`config.mk`:
```
export PLATFORM = sky130hd
export DESIGN_NAME = positional_list_engine
export DESIGN_NICKNAME = d
export VERILOG_FILES = /design/src/rtl/ple_pkg.sv /design/src/rtl/ple_cell.sv /design/src/rtl/ple_ctrl.sv /design/src/rtl/positional_list_engine.sv
export SDC_FILE = /design/constraint.sdc
export NUM_CORES = 1
export LEC_CHECK = 0
export ABC_CLOCK_PERIOD_IN_PS = 7700
export BUFFER_PORTS_ARGS = -buffer_cell sky130_fd_sc_hd__buf_2
export CORE_AREA = 2 2 205 207
export CTS_CLUSTER_DIAMETER = 120
export DETAILED_ROUTE_END_ITERATION = 12
export DIE_AREA = 0 0 207 209
export GPL_ROUTABILITY_DRIVEN = 0
export PLACE_DENSITY_LB_ADDON = 0.08
export RECOVER_POWER = 25
export SYNTH_ARGS = -nofsm -noshare
export SYNTH_HDL_FRONTEND = slang
export SYNTH_SLANG_ARGS = --single-unit
```
`constraint.sdc`:
```
create_clock -name clk -period 7.7 [get_ports clk]
set_input_delay 1.54 -clock clk [delete_from_list [all_inputs] [get_ports clk]]
set_output_delay 1.54 -clock clk [all_outputs]
set_load 0.05 [all_outputs]
```
`src/rtl/ple_pkg.sv`:
```
// Shared constants, operation codes and the chain control struct for the
// positional list engine. No dependencies.
`timescale 1ns / 1ps

package ple_pkg;

    localparam int CAPACITY = 16;
    localparam int IDX_W    = (CAPACITY > 1) ? $clog2(CAPACITY) : 1;
    localparam int CNT_W    = $clog2(CAPACITY + 1);
    localparam int OP_W     = 4;
    localparam int POS_W    = 5;
    localparam int VAL_W    = 32;
    localparam int LEN_W    = 5;

    typedef enum logic [OP_W-1:0] {
        OP_APPEND       = 4'd0,
        OP_PREPEND      = 4'd1,
        OP_INSERT_AT    = 4'd2,
        OP_POP_FRONT    = 4'd3,
        OP_POP_BACK     = 4'd4,
        OP_REMOVE_AT    = 4'd5,
        OP_REMOVE_VALUE = 4'd6,
        OP_REMOVE_EVEN  = 4'd7,
        OP_READ_AT      = 4'd8
    } op_t;

    // Broadcast to every cell once per cycle.
    typedef struct packed {
        logic             shift;       // every cell takes its right neighbor
        logic             load;        // the target cell takes load_value
        logic [IDX_W-1:0] tgt;
        logic [VAL_W-1:0] load_value;
    } chain_ctl_t;

endpackage

```
`src/rtl/ple_cell.sv`:
```
// One storage cell of the list chain: holds one element and hands it left.
// Depends on ple_pkg.
`timescale 1ns / 1ps

module ple_cell (
    input  logic                     clk,
    input  ple_pkg::chain_ctl_t      ctl,
    input  logic                     sel,
    input  logic [ple_pkg::VAL_W-1:0] right_value,
    output logic [ple_pkg::VAL_W-1:0] value
);
    import ple_pkg::*;

    logic [VAL_W-1:0] value_reg;
    logic [VAL_W-1:0] value_next;

    always_comb
    begin
        value_next = value_reg;
        if (ctl.load && sel)
        begin
            value_next = ctl.load_value;
        end
        else if (ctl.shift)
        begin
            value_next = right_value;
        end
    end

    always_ff @(posedge clk)
    begin
        value_reg <= value_next;
    end

    assign value = value_reg;

endmodule

```
`src/rtl/ple_ctrl.sv`:
```
// Sequencer for the positional list engine: decodes an item, walks the chain
// one rotation step per cycle and holds count and result. Depends on ple_pkg.
`timescale 1ns / 1ps

module ple_ctrl (
    input  logic                      clk,
    input  logic                      rst_n,
    input  logic                      start,
    output logic                      busy,
    input  logic [ple_pkg::OP_W-1:0]  operation,
    input  logic [ple_pkg::POS_W-1:0] position,
    input  logic [ple_pkg::VAL_W-1:0] item_value,
    input  logic [ple_pkg::VAL_W-1:0] front_value,
    output ple_pkg::chain_ctl_t       chain,
    output logic                      done,
    output logic                      ok,
    output logic [ple_pkg::VAL_W-1:0] result_value,
    output logic [ple_pkg::LEN_W-1:0] length_after
);
    import ple_pkg::*;

    localparam int CMP_W = ((CNT_W > POS_W) ? CNT_W : POS_W) + 1;

    typedef enum logic [2:0] {
        ST_IDLE = 3'b001,
        ST_RUN  = 3'b010,
        ST_DONE = 3'b100
    } state_t;

    state_t           state_reg, state_next;
    logic [CNT_W-1:0] count_reg, count_next;
    logic [CNT_W-1:0] step_reg, step_next;
    logic [CNT_W-1:0] steps_reg, steps_next;
    logic [CNT_W-1:0] idx_reg, idx_next;
    logic [OP_W-1:0]  op_reg, op_next;
    logic [VAL_W-1:0] val_reg, val_next;
    logic [VAL_W-1:0] res_reg, res_next;
    logic             ok_reg, ok_next;

    logic             go;
    logic             ins;
    logic [CNT_W-1:0] idx_dec;
    logic [CMP_W-1:0] pos_x;
    logic [CMP_W-1:0] cnt_x;
    logic             is_tgt;
    logic             do_push;
    logic             do_drop;
    logic             capture;

    assign pos_x  = CMP_W'(position);
    assign cnt_x  = CMP_W'(count_reg);
    assign is_tgt = (step_reg == idx_reg);

    // item decode
    always_comb
    begin
        go      = 1'b0;
        ins     = 1'b0;
        idx_dec = '0;
        case (operation)
            OP_APPEND:
            begin
                ins     = 1'b1;
                go      = (cnt_x < CMP_W'(CAPACITY));
                idx_dec = count_reg;
            end
            OP_PREPEND:
            begin
                ins = 1'b1;
                go  = (cnt_x < CMP_W'(CAPACITY));
            end
            OP_INSERT_AT:
            begin
                ins     = 1'b1;
                go      = (cnt_x < CMP_W'(CAPACITY)) && (pos_x != '0)
                          && (pos_x <= cnt_x + CMP_W'(1));
                idx_dec = CNT_W'(pos_x - CMP_W'(1));
            end
            OP_POP_FRONT:
            begin
                go = (count_reg != '0);
            end
            OP_POP_BACK:
            begin
                go      = (count_reg != '0);
                idx_dec = count_reg - CNT_W'(1);
            end
            OP_REMOVE_AT, OP_READ_AT:
            begin
                go      = (pos_x != '0) && (pos_x <= cnt_x);
                idx_dec = CNT_W'(pos_x - CMP_W'(1));
            end
            OP_REMOVE_VALUE, OP_REMOVE_EVEN:
            begin
                go = (count_reg != '0);
            end
            default:
            begin
                go = 1'b0;
            end
        endcase
    end

    // per-step action
    always_comb
    begin
        do_push = 1'b0;
        do_drop = 1'b0;
        capture = 1'b0;
        case (op_reg)
            OP_APPEND, OP_PREPEND, OP_INSERT_AT:
            begin
                do_push = is_tgt;
            end
            OP_POP_FRONT, OP_POP_BACK, OP_REMOVE_AT:
            begin
                do_drop = is_tgt;
                capture = is_tgt;
            end
            OP_REMOVE_VALUE:
            begin
                do_drop = !ok_reg && (front_value == val_reg);
                capture = do_drop;
            end
            OP_REMOVE_EVEN:
            begin
                do_drop = !front_value[0];
            end
            OP_READ_AT:
            begin
                capture = is_tgt;
            end
            default:
            begin
                do_push = 1'b0;
            end
        endcase
    end

    always_comb
    begin
        state_next = state_reg;
        count_next = count_reg;
        step_next  = step_reg;
        steps_next = steps_reg;
        idx_next   = idx_reg;
        op_next    = op_reg;
        val_next   = val_reg;
        res_next   = res_reg;
        ok_next    = ok_reg;

        chain.shift      = 1'b0;
        chain.load       = 1'b0;
        chain.tgt        = '0;
        chain.load_value = val_reg;

        case (state_reg)
            ST_IDLE:
            begin
                if (start)
                begin
                    op_next    = operation;
                    val_next   = item_value;
                    idx_next   = idx_dec;
                    step_next  = '0;
                    steps_next = ins ? (count_reg + CNT_W'(1)) : count_reg;
                    res_next   = '0;
                    ok_next    = go && (operation != OP_REMOVE_VALUE);
                    state_next = go ? ST_RUN : ST_DONE;
                end
            end
            ST_RUN:
            begin
                // push: write at tail, rot: front to tail, drop: front leaves
                chain.shift      = !do_push;
                chain.load       = !do_drop;
                chain.tgt        = do_push ? IDX_W'(count_reg)
                                           : IDX_W'(count_reg - CNT_W'(1));
                chain.load_value = do_push ? val_reg : front_value;
                if (do_push)
                begin
                    count_next = count_reg + CNT_W'(1);
                end
                else if (do_drop)
                begin
                    count_next = count_reg - CNT_W'(1);
                end
                if (capture)
                begin
                    res_next = front_value;
                end
                if (do_drop && (op_reg == OP_REMOVE_VALUE))
                begin
                    ok_next = 1'b1;
                end
                step_next = step_reg + CNT_W'(1);
                if (step_reg == steps_reg - CNT_W'(1))
                begin
                    state_next = ST_DONE;
                end
            end
            ST_DONE:
            begin
                state_next = ST_IDLE;
            end
            default:
            begin
                state_next = ST_IDLE;
            end
        endcase
    end

    always_ff @(posedge clk or negedge rst_n)
    begin
        if (!rst_n)
        begin
            state_reg <= ST_IDLE;
            count_reg <= '0;
            ok_reg    <= 1'b0;
        end
        else
        begin
            state_reg <= state_next;
            count_reg <= count_next;
            ok_reg    <= ok_next;
        end
    end

    always_ff @(posedge clk)
    begin
        step_reg  <= step_next;
        steps_reg <= steps_next;
        idx_reg   <= idx_next;
        op_reg    <= op_next;
        val_reg   <= val_next;
        res_reg   <= res_next;
    end

    assign busy         = (state_reg != ST_IDLE);
    assign done         = (state_reg == ST_DONE);
    assign ok           = ok_reg;
    assign result_value = res_reg;
    assign length_after = LEN_W'(count_reg);

endmodule

```
`src/rtl/positional_list_engine.sv`:
```
// Top level of the positional list engine: a chain of element cells driven
// by the step sequencer. Depends on ple_pkg, ple_cell and ple_ctrl.
`timescale 1ns / 1ps

// An item is taken when start is high and busy is low. The list lives in a
// circular chain of CAPACITY cells with the front in cell 0; every operation
// rotates the whole list once, one element per cycle, dropping, capturing or
// inserting at the right step. The walk has one step per element of the list
// before the item, and one more step for insertions; it is followed by the
// result state, in which the result is shown with done high. Failures that
// are known up front (full, empty, bad position, unknown code) skip the walk
// and go straight to the result state. The result is valid for exactly the
// cycle done is high and cannot be stalled; busy stays high until that cycle
// has passed.

module positional_list_engine (
    input  logic                      clk,
    input  logic                      rst_n,
    input  logic                      start,
    output logic                      busy,
    input  logic [ple_pkg::OP_W-1:0]  operation,
    input  logic [ple_pkg::POS_W-1:0] position,
    input  logic signed [ple_pkg::VAL_W-1:0] item_value,
    output logic                      done,
    output logic                      ok,
    output logic signed [ple_pkg::VAL_W-1:0] result_value,
    output logic [ple_pkg::LEN_W-1:0] length_after
);
    import ple_pkg::*;

    chain_ctl_t       chain;
    logic [VAL_W-1:0] cell_value [CAPACITY+1];
    logic [VAL_W-1:0] res_u;

    assign cell_value[CAPACITY] = '0;

    for (genvar i = 0; i < CAPACITY; i++)
    begin : g_cell
        ple_cell u_cell (
            .clk         (clk),
            .ctl         (chain),
            .sel         (chain.tgt == IDX_W'(i)),
            .right_value (cell_value[i+1]),
            .value       (cell_value[i])
        );
    end

    ple_ctrl u_ctrl (
        .clk          (clk),
        .rst_n        (rst_n),
        .start        (start),
        .busy         (busy),
        .operation    (operation),
        .position     (position),
        .item_value   (item_value),
        .front_value  (cell_value[0]),
        .chain        (chain),
        .done         (done),
        .ok           (ok),
        .result_value (res_u),
        .length_after (length_after)
    );

    assign result_value = res_u;

endmodule

```
---- After elaboration in Yosys (flattened, before gate mapping) ----
Index checks and enable logic that the tools add are counted.
word-level totals
  register bits after elaboration ......... 604
  logic and storage cells ................. 196
  input bits .............................. 44
cells by class
  reduce and logical (&&, ||, !) cells .... 63
  mux-type cells .......................... 56
  $lt $le $gt $ge ......................... 3
  add/sub/neg operators ................... 6
  equal/unequal tests ..................... 43
operators with widths
  kind                                                                      count
  32-bit 2-to-1 mux                                                         35
  32-bit one-hot mux with 2 select lines                                    1
  4-bit by 3-bit == test with 1-bit output (second input constant)          12
  4-bit == test (second input constant)                                     10
  38-bit 2-to-1 mux                                                         1
  2-bit nonzero test                                                        18
  32-bit == test                                                            1
  4-bit by 2-bit == test with 1-bit output (second input constant)          6
  1-bit logical AND                                                         22
  5-bit 2-to-1 mux                                                          4
  5-bit one-hot mux with 3 select lines                                     1
  5-bit by 1-bit subtractor with 5-bit output (second input constant)       3
  4-bit by 1-bit == test with 1-bit output (second input constant)          3
  4-bit logical NOT                                                         3
  3-bit OR reduction                                                        4
  5-bit by 1-bit adder with 5-bit output (second input constant)            2
  5-bit == test                                                             2
  5-bit one-hot mux with 2 select lines                                     1
  3-bit 2-to-1 mux                                                          3
  2-bit AND reduction                                                       4
  4-bit OR reduction                                                        2
  5-bit by 1-bit adder with 6-bit output (second input constant)            1
  5-bit by 6-bit less-or-equal comparator with 1-bit output                 1
  2-bit by 1-bit inequality test with 1-bit output (second input constant)  3
  other kinds (19)                                                          28

---- Logic depth before layout (Yosys ltp) ----
Gate-level depths: netlist of the first run.
  depth after elaboration ................. 8
  gate-level depth with buffers ........... 13

---- Hierarchy ----
From an unflattened synthesis of the first run, not the netlist that was laid out.
second synthesis, totals
  cells, all modules ...................... 1,538
  area, all modules ....................... 28,994.1 um^2
by module, submodules not included
  module                  instances  area an instance (um^2)  cells each
  ple_cell                16         1,476.4                  69
  ple_ctrl                1          5,141.2                  413
  positional_list_engine  1          230.2                    21

---- Worst setup path after synthesis of the first run ----
No wires, ideal clock.
  path type ............................... register to register
  start ................................... register u_ctrl.op_reg[1]
  end ..................................... register g_cell[11].u_cell.value_reg[0], enable pin
  clock period less this slack ............ 3.940 ns
  setup time .............................. 0.389 ns
  buffers on the path ..................... 3
  stages on the path, launching flop included .. 11
  required time ........................... 7.311 ns
  data arrival time ....................... 3.550 ns
  path slack .............................. 3.760 ns
  cells stage by stage .................... edfxtp_1 > a211o_1 > or3_4 > or2_4 > buf_6 > ha_1 > clkbuf_4 > nor3_1 > nand3_1 > buf_2 > nand2_1
on the way
  longest elaborated chain between the ends .. 8
  elaborated cells between the ends (all ways) .. 19
RTL lines
  element                                                                 RTL line                      text
  start, declared                                                         ple_ctrl.sv:35                logic [OP_W-1:0] op_reg, op_next;
  start signal, assigned                                                  ple_ctrl.sv:234               op_reg <= op_next;
  4-bit by 1-bit == test with 1-bit output, or another cell as far along  ple_ctrl.sv:110               case (op_reg)
  3-bit OR reduction                                                      ple_ctrl.sv:110
  1-bit 2-to-1 mux                                                        ple_ctrl.sv:110
  4-bit 2-to-1 mux                                                        ple_ctrl.sv:177               chain.tgt = do_push ? IDX_W'(count_reg)
  38-bit 2-to-1 mux (*)                                                   ple_ctrl.sv:157               case (state_reg)
  4-bit == test                                                           positional_list_engine.sv:42  .sel (chain.tgt == IDX_W'(i)),
  1-bit logical AND                                                       ple_cell.sv:20                if (ctl.load && sel)
  2-bit nonzero test (no line) (*)                                        -
  end signal, assigned                                                    ple_cell.sv:32                value_reg <= value_next;
  end, declared                                                           ple_cell.sv:14                logic [VAL_W-1:0] value_reg;
Every way passes the cells marked *; elsewhere a longest branch is shown, timed or not.
A chain may end at the register's enable or synchronous reset.

---- Worst setup path in the final report of the first run ----
  start ................................... register u_ctrl.state_reg[2]
  end ..................................... register g_cell[1].u_cell.value_reg[12], enable pin
on the way
  longest elaborated chain between the ends .. 5
RTL lines
  element                                       RTL line                      text
  start, declared                               ple_ctrl.sv:30                state_t state_reg, state_next;
  start signal, assigned                        ple_ctrl.sv:223               state_reg <= state_next;
  3-bit by 2-bit == test with 1-bit output (*)  ple_ctrl.sv:157
  38-bit 2-to-1 mux (*)                         ple_ctrl.sv:157
  4-bit by 1-bit == test with 1-bit output      positional_list_engine.sv:42
  1-bit logical AND                             ple_cell.sv:20
  2-bit nonzero test (no line) (*)              -
  end signal, assigned                          ple_cell.sv:32
  end, declared                                 ple_cell.sv:14
Marks and branches as above.

==> results of run 1 <==
## per-layer routing
layer / routed length (um) / global-route usage, % / up-vias
met2: 23400 / 37.6 / 292
met3: 2400 / 4.21 / 76
met5: 0 / 0 / -
met1: 21100 / 30.7 / 6700
met4: 1060 / 6.11 / 0
li1: - / - / 6228
## cells in the mapped netlist (3+ instances only)
cell type | instances | area share [%]
a31oi_1 | 3 | 0.069
clkbuf_1 | 27 | 0.37
mux2_4 | 29 | 1.6
nor2b_1 | 37 | 0.85
nand3_1 | 13 | 0.24
xor2_1 | 30 | 0.97
a21oi_1 | 11 | 0.20
o21ai_0 | 13 | 0.24
edfxtp_1 | 595 | 66
or3_1 | 3 | 0.069
nor3_1 | 12 | 0.22
nor3b_1 | 4 | 0.11
or4_1 | 3 | 0.083
mux2_2 | 474 | 20
mux2_1 | 7 | 0.29
and2_1 | 36 | 0.83
nor4_4 | 4 | 0.31
nand2b_1 | 8 | 0.18
nand2_1 | 31 | 0.43
buf_2 | 36 | 0.66
dfrtp_1 | 8 | 0.74
nor2_1 | 28 | 0.39
o21a_1 | 4 | 0.11
inv_1 | 17 | 0.23
or2_2 | 7 | 0.16
buf_6 | 11 | 0.46
nand4_1 | 3 | 0.069
o22ai_1 | 5 | 0.12
clkbuf_8 | 3 | 0.15
ha_1 | 18 | 0.83
nor4_1 | 6 | 0.14
xnor2_1 | 27 | 0.87
buf_4 | 26 | 0.72
buf_12 | 3 | 0.22
mux2i_1 | 4 | 0.15
## cells by family after synthesis
family | share of synthesized area (%)
xor gates and xnor gates | 1.84
buffers and inverters | 2.94
muxes | 21.7
DFF | 66.5
AOI/OAI and AO/OA | 1.59
adders and majority gates | 0.828
and+or+nand+nor | 4.60
## metrics by stage
stage / worst slack (ns) / util [%] / total power (uW) / hold WS [ns] / cell area (sq um)
after floorplan: 3.76 / - / 4910 / 0.501 / 27200
after CTS: 2.73 / 71.9 / 8050 / 0.528 / 29700
after global routing: 1.79 / 71.5 / 8260 / 0.538 / 29500
after detailed placement: 2.72 / 67.3 / 5240 / 0.513 / 27800
after global placement: 2.96 / 67.3 / 5200 / 0.505 / 27800
final: 2.15 / 71.5 / 7960 / 0.524 / 29500
## where the power goes
group	total (uW)	switching [uW]	internal, uW	leakage (uW)
logic	1080	776	305	0.00347
clock network	2810	1180	1630	0.000920
registers	4070	121	3950	0.00559
total	7960	2080	5890	0.00999
## worst max-delay path, stage by stage, from the launching register on
cell and delay (ns):
dfrtp_1 0.40, nor3b_1 0.19, clkbuf_1 1.34, or2b_1 0.40, nor4_1 0.35, clkbuf_1 1.55, or2_2 0.91
## cell type report
cell class                 instances  area (sq um)
clock inverter                    40           370
sequential                       604         18100
fill                            2606         11800
tap                              539           674
multi-input combinational        861          8270
inverter                          20          80.1
timing repair buffer             109           529
clock buffer                      69          1510
## worst min-delay path by stage
stage | slack, ns | to | cells after the start
final | 0.52 | g_cell[2].u_cell.value[24] | 1
after global placement | 0.51 | g_cell[2].u_cell.value[24] | 1
after detailed placement | 0.51 | g_cell[2].u_cell.value[24] | 1
after CTS | 0.53 | g_cell[2].u_cell.value[24] | 1
after global routing | 0.54 | g_cell[2].u_cell.value[24] | 1
after floorplan | 0.50 | g_cell[12].u_cell.value[12] | 1
==> results.txt, run 1 <==
Most used DFF post-synth = edfxtp_1
Worst path required time = 7.94 ns
Vias in the first global route = 13,800
Reg2Reg Setup Slack = 2.15 ns
Crit Path Category = register to register
Antenna Nets Post-Route = 0
WL final = 47,900 um
Die Ht = 209 um
# setup viols final = 0
First-pass GRT wire length = 77,200 um
Post-synthesis sequential area ratio = 66.5%
Initial antenna violation count = 0
Critical path startpoint = u_ctrl.state_reg[2]
Status = finished with violations
DR iter-0 viols = 749
Post-layout minimum cycle time = 5.55 ns
Syn nets = 1,655
Crit path max fanout = 42
Vias = 13,300
FMAX = 180 MHz
Layout cells sized above 1 = 38.9%
Final hold viol count = 0
Fin Setup TNS = 0 ns
Post-DP HPWL = 32,500 um
Detailed-route DRC error count = 0
Final Max Slew Viols = 205
Syn Area/Cell = 17.1 sq um
First drt pass iteration count = 7
Area growth syn-to-layout = 8.60%
Final Skew = 0.0182 ns
HP Start = g_cell[3].u_cell.value[24]
Synthesized flop and latch total = 604
EDFF count, synth = 595
Clk root buf = clkbuf_16
Yosys Warn Count = 0
Largest net degree at the start of global routing = 50
Fin cells = 2,242
Largest register FFs = 512
Syn Inst Count = 1,593
Max transition margin = -40.4%
Remaining global-route overflow = 0
Most common cell after layout, fill and taps aside = edfxtp_1
Post-synth cell types = 75
CP Launch Type = register
H-tree depth = 2
R2R cell count = 6
Dpl cells = 2,133
Post-CTS Resized = 0
Worst IR Drop VDD = 0.000218 V
Starting density of the core = 65.9%
Final Cycle Share = 72.0%
Worst hold-check path type = register to register
Die area = 43,300 sq um
CTS buffer count = 58
CTS Hold Bufs = 0
Port bufs = 83
Nets@finish = 1,716
Mean routed wirelength per cell = 21.4 um
Max-cap check violation count = 6
CTS sink count = 604
CTS tree = built
Clock tree buffer depth = 3
Critical Path End = g_cell[1].u_cell.value[12]
Crit path capture type = register
Number of top-level design ports = 84
PwrDens = 270 nW/um^2
LEAKAGE = 0.00999 uW
Antenna Cells = 0
Chip Width = 207 um
Worst Tran Pin Value = 2.11 ns
RSZ-0062 raised after global routing = false
CTS clk-pin slew, worst paths = 0.06 ns
Worst skew pair latency = 0.62 ns
CP arrival = 5.79 ns
Vias per cell = 5.93
R2r endpoint = g_cell[1].u_cell.value[12]
Total setup buffers inserted after CTS = 0
GRT Overall Usage = 22.5%
Most frequent cells in the layout = edfxtp_1 (595), mux2_2 (474), clkbuf_1 (65)
Core Rows = 75
Failing checks = max-capacitance violations, max-slew violations
Synth async-reset ratio = 1.49%
Netlist Area Pre-Place = 27,200 sq um
Total core area = 41,300 sq um
FF-to-FF Start = u_ctrl.state_reg[2]
No activity file was read; power rests on OpenSTA's default activity.
==> run 2: changes to the inputs <==
--- a/config.mk
+++ b/config.mk
@@ -5,12 +5,12 @@
 export SDC_FILE = /design/constraint.sdc
 export NUM_CORES = 1
 export LEC_CHECK = 0
-export ABC_CLOCK_PERIOD_IN_PS = 7700
+export ABC_CLOCK_PERIOD_IN_PS = 5700
 export BUFFER_PORTS_ARGS = -buffer_cell sky130_fd_sc_hd__buf_2
-export CORE_AREA = 2 2 205 207
+export CORE_AREA = 2 2 213 215
 export CTS_CLUSTER_DIAMETER = 120
 export DETAILED_ROUTE_END_ITERATION = 12
-export DIE_AREA = 0 0 207 209
+export DIE_AREA = 0 0 215 217
 export GPL_ROUTABILITY_DRIVEN = 0
 export PLACE_DENSITY_LB_ADDON = 0.08
 export RECOVER_POWER = 25
==> constraint.sdc (replaced) <==
create_clock -name clk -period 5.7 [get_ports clk]
set_input_delay 1.14 -clock clk [delete_from_list [all_inputs] [get_ports clk]]
set_output_delay 1.14 -clock clk [all_outputs]
set_load 0.05 [all_outputs]
==> run 2 against run 1 <==
Effect of this change:
- the run still ends with max-capacitance violations, max-slew violations left
- cell count grew 3.1%
- sequential cell count is the same
- register-to-register slack got worse by 1.2 ns
==> results.txt, run 2 (synthesis gave the netlist of run 1 again) <==
Status = finished with violations
Failing checks = max-capacitance violations, max-slew violations
Mean routed wirelength per cell = 20.4 um (-4.6%)
Crit Path Category = register to register
Clk root buf = clkbuf_16
Fin Setup TNS = 0 ns (unchanged)
Cell area after placement = 27,900 sq um (+0.50%)
Number of top-level design ports = 84 (unchanged)
Fillers = 3,111 (+19%)
Worst skew pair latency = 0.62 ns (about the same)
PnR worst setup slack = 0.963 ns (-1.19 ns)
Total setup buffers inserted after CTS = 0 (unchanged)
FMAX = 211 MHz (+17%)
Die area = 46,700 sq um (+7.8%)
Worst path required time = 6.04 ns (-1.90 ns)
LEAKAGE = 0.0101 uW (+0.72%)
CTS tree = built
DR iter-0 viols = 676 (-9.7%)
Antenna Cells = 0 (unchanged)
# setup viols final = 0 (unchanged)
PwrDens = 367 nW/um^2 (+36%)
Worst Tran Pin Value = 1.80 ns (-0.304 ns)
Vias in the first global route = 13,400 (-3.0%)
Max transition margin = -20.1% (+20 points)
Vias = 13,100 (-1.2%)
Most common cell after layout, fill and taps aside = edfxtp_1
Design Area, Final = 29,800 sq um (+0.90%)
Worst hold-check path type = register to register
Total power = 10,900 uW (+37%)
Final Max Slew Viols = 53 (-74%)
RSZ-0062 raised after global routing = false
WL final = 47,100 um (-1.7%)
Antenna Nets Post-Route = 0 (unchanged)
Chip Width = 215 um (+3.9%)
First drt pass iteration count = 5 (-2)
Total core area = 44,700 sq um (+8.3%)
Crit path capture type = register
Most frequent cells in the layout = edfxtp_1 (595), mux2_2 (446), clkbuf_1 (74)
CTS Hold Bufs = 0 (unchanged)
Final hold viol count = 0 (unchanged)
CTS sink count = 604 (unchanged)
Remaining global-route overflow = 0 (unchanged)
Final Cycle Share = 83.1% (+11 points)
Post-DP HPWL = 33,000 um (+1.6%)
Starting density of the core = 60.8% (-5.0 points)
Post-CTS Resized = 0 (unchanged)
Clock tree buffer depth = 3 (unchanged)
DP Worst Slack = 1.54 ns (-1.18 ns)
Gate power share = 13.2% (-0.4 points)
Clk pwr share = 36.4% (+1.1 points)
Sw frac = 26.2% (+0.14 points)
P_sw = 2860 uW (+38%)
Final Skew = 0.0243 ns (+0.00615 ns)
WHS = 0.531 ns (+0.00695 ns)
Sequential share of power = 50.4% (-0.7 points)
Worst IR Drop VDD = 0.000306 V (+41%)
Area growth syn-to-layout = 9.58%
Largest net degree at the start of global routing = 43 (-14%)
GRT Overall Usage = 20.6% (-1.9 points)
Layout cells sized above 1 = 38.0% (-0.88 points)
Die Ht = 217 um (+3.8%)
Crit path max fanout = 33 (-21%)
Port bufs = 83 (unchanged)
CTS clk-pin slew, worst paths = 0.06 ns (about the same)
Core Rows = 78 (+4.0%)
Vias per cell = 5.68 (-4.2%)
Cell internal pwr = 8060 uW (+37%)
Largest register FFs = 512 (unchanged)
Post-layout minimum cycle time = 4.74 ns (-0.811 ns)
Max-cap check violation count = 2 (-4)
Nets@finish = 1,727 (+0.64%)
CP Launch Type = register
First-pass GRT wire length = 75,300 um (-2.5%)
Initial antenna violation count = 1 (+1)
CTS buffer count = 61 (+5.2%)
H-tree depth = 2 (unchanged)
Detailed-route DRC error count = 0 (unchanged)
CP arrival = 5.08 ns (-0.71 ns)
[run 2: worst paths after layout]
kind / cells after the start / start / end / slack (ns)
worst max register to register: 10 / u_ctrl.val_reg[12] / g_cell[13].u_cell.value[21] / 0.96
worst max-delay path: 10 / u_ctrl.val_reg[12] / g_cell[13].u_cell.value[21] / 0.96
max in group asynchronous: 1 / rst_n / u_ctrl.length_after[1] / 4.69
worst min register to register: 1 / g_cell[13].u_cell.value[15] / g_cell[12].u_cell.value[15] / 0.53
min in group asynchronous: 1 / rst_n / u_ctrl.length_after[3] / 0.56
worst min-delay path: 1 / g_cell[13].u_cell.value[15] / g_cell[12].u_cell.value[15] / 0.53
[run 2: layer usage]
metal  wire length [um]  global-route usage [%]  vias up
met5                  0                       0        -
met1              21700                    28.9     6554
met4               1350                    7.20        0
li1                   -                       -     6248
met3               1930                    3.30       83
met2              22100                    33.0      247
[run 2: critical path, cell delays in order, from the launching register on]
cell,delay [ns]
edfxtp_1,0.46
xor2_1,0.18
nor4_1,0.43
nand2_1,0.18
nor4_1,1.43
nor3_1,0.09
buf_4,0.25
nand3_2,0.10
clkbuf_2,0.65
nand2_1,0.31
buf_4,0.34
[run 2: stage by stage]
stage	instances	utilization, %
after floorplan	1593	-
after global routing	2311	66.7
final	2311	66.7
after CTS	2311	66.9
after global placement	2202	62.5
after detailed placement	2202	62.5
[run 2: final cells by class]
class | count | area (sq um) | area share, %
Inverter | 20 | 80.1 | 0.269
Clock buffer | 78 | 1630 | 5.48
Clock inverter | 31 | 355 | 1.19
Timing Repair Buffer | 117 | 578 | 1.94
Multi-Input combinational cell | 861 | 8310 | 27.9
Sequential cell | 604 | 18100 | 60.7
Tap cell | 600 | 751 | 2.52
[run 2: power by group through the flow]
stage	clock, uW	sequential [uW]	combinational [uW]
after floorplan	0	5730	900
after global placement	0	5590	1450
after detailed placement	0	5600	1480
after CTS	4050	5510	1490
after global routing	4220	5540	1570
final	3970	5510	1440
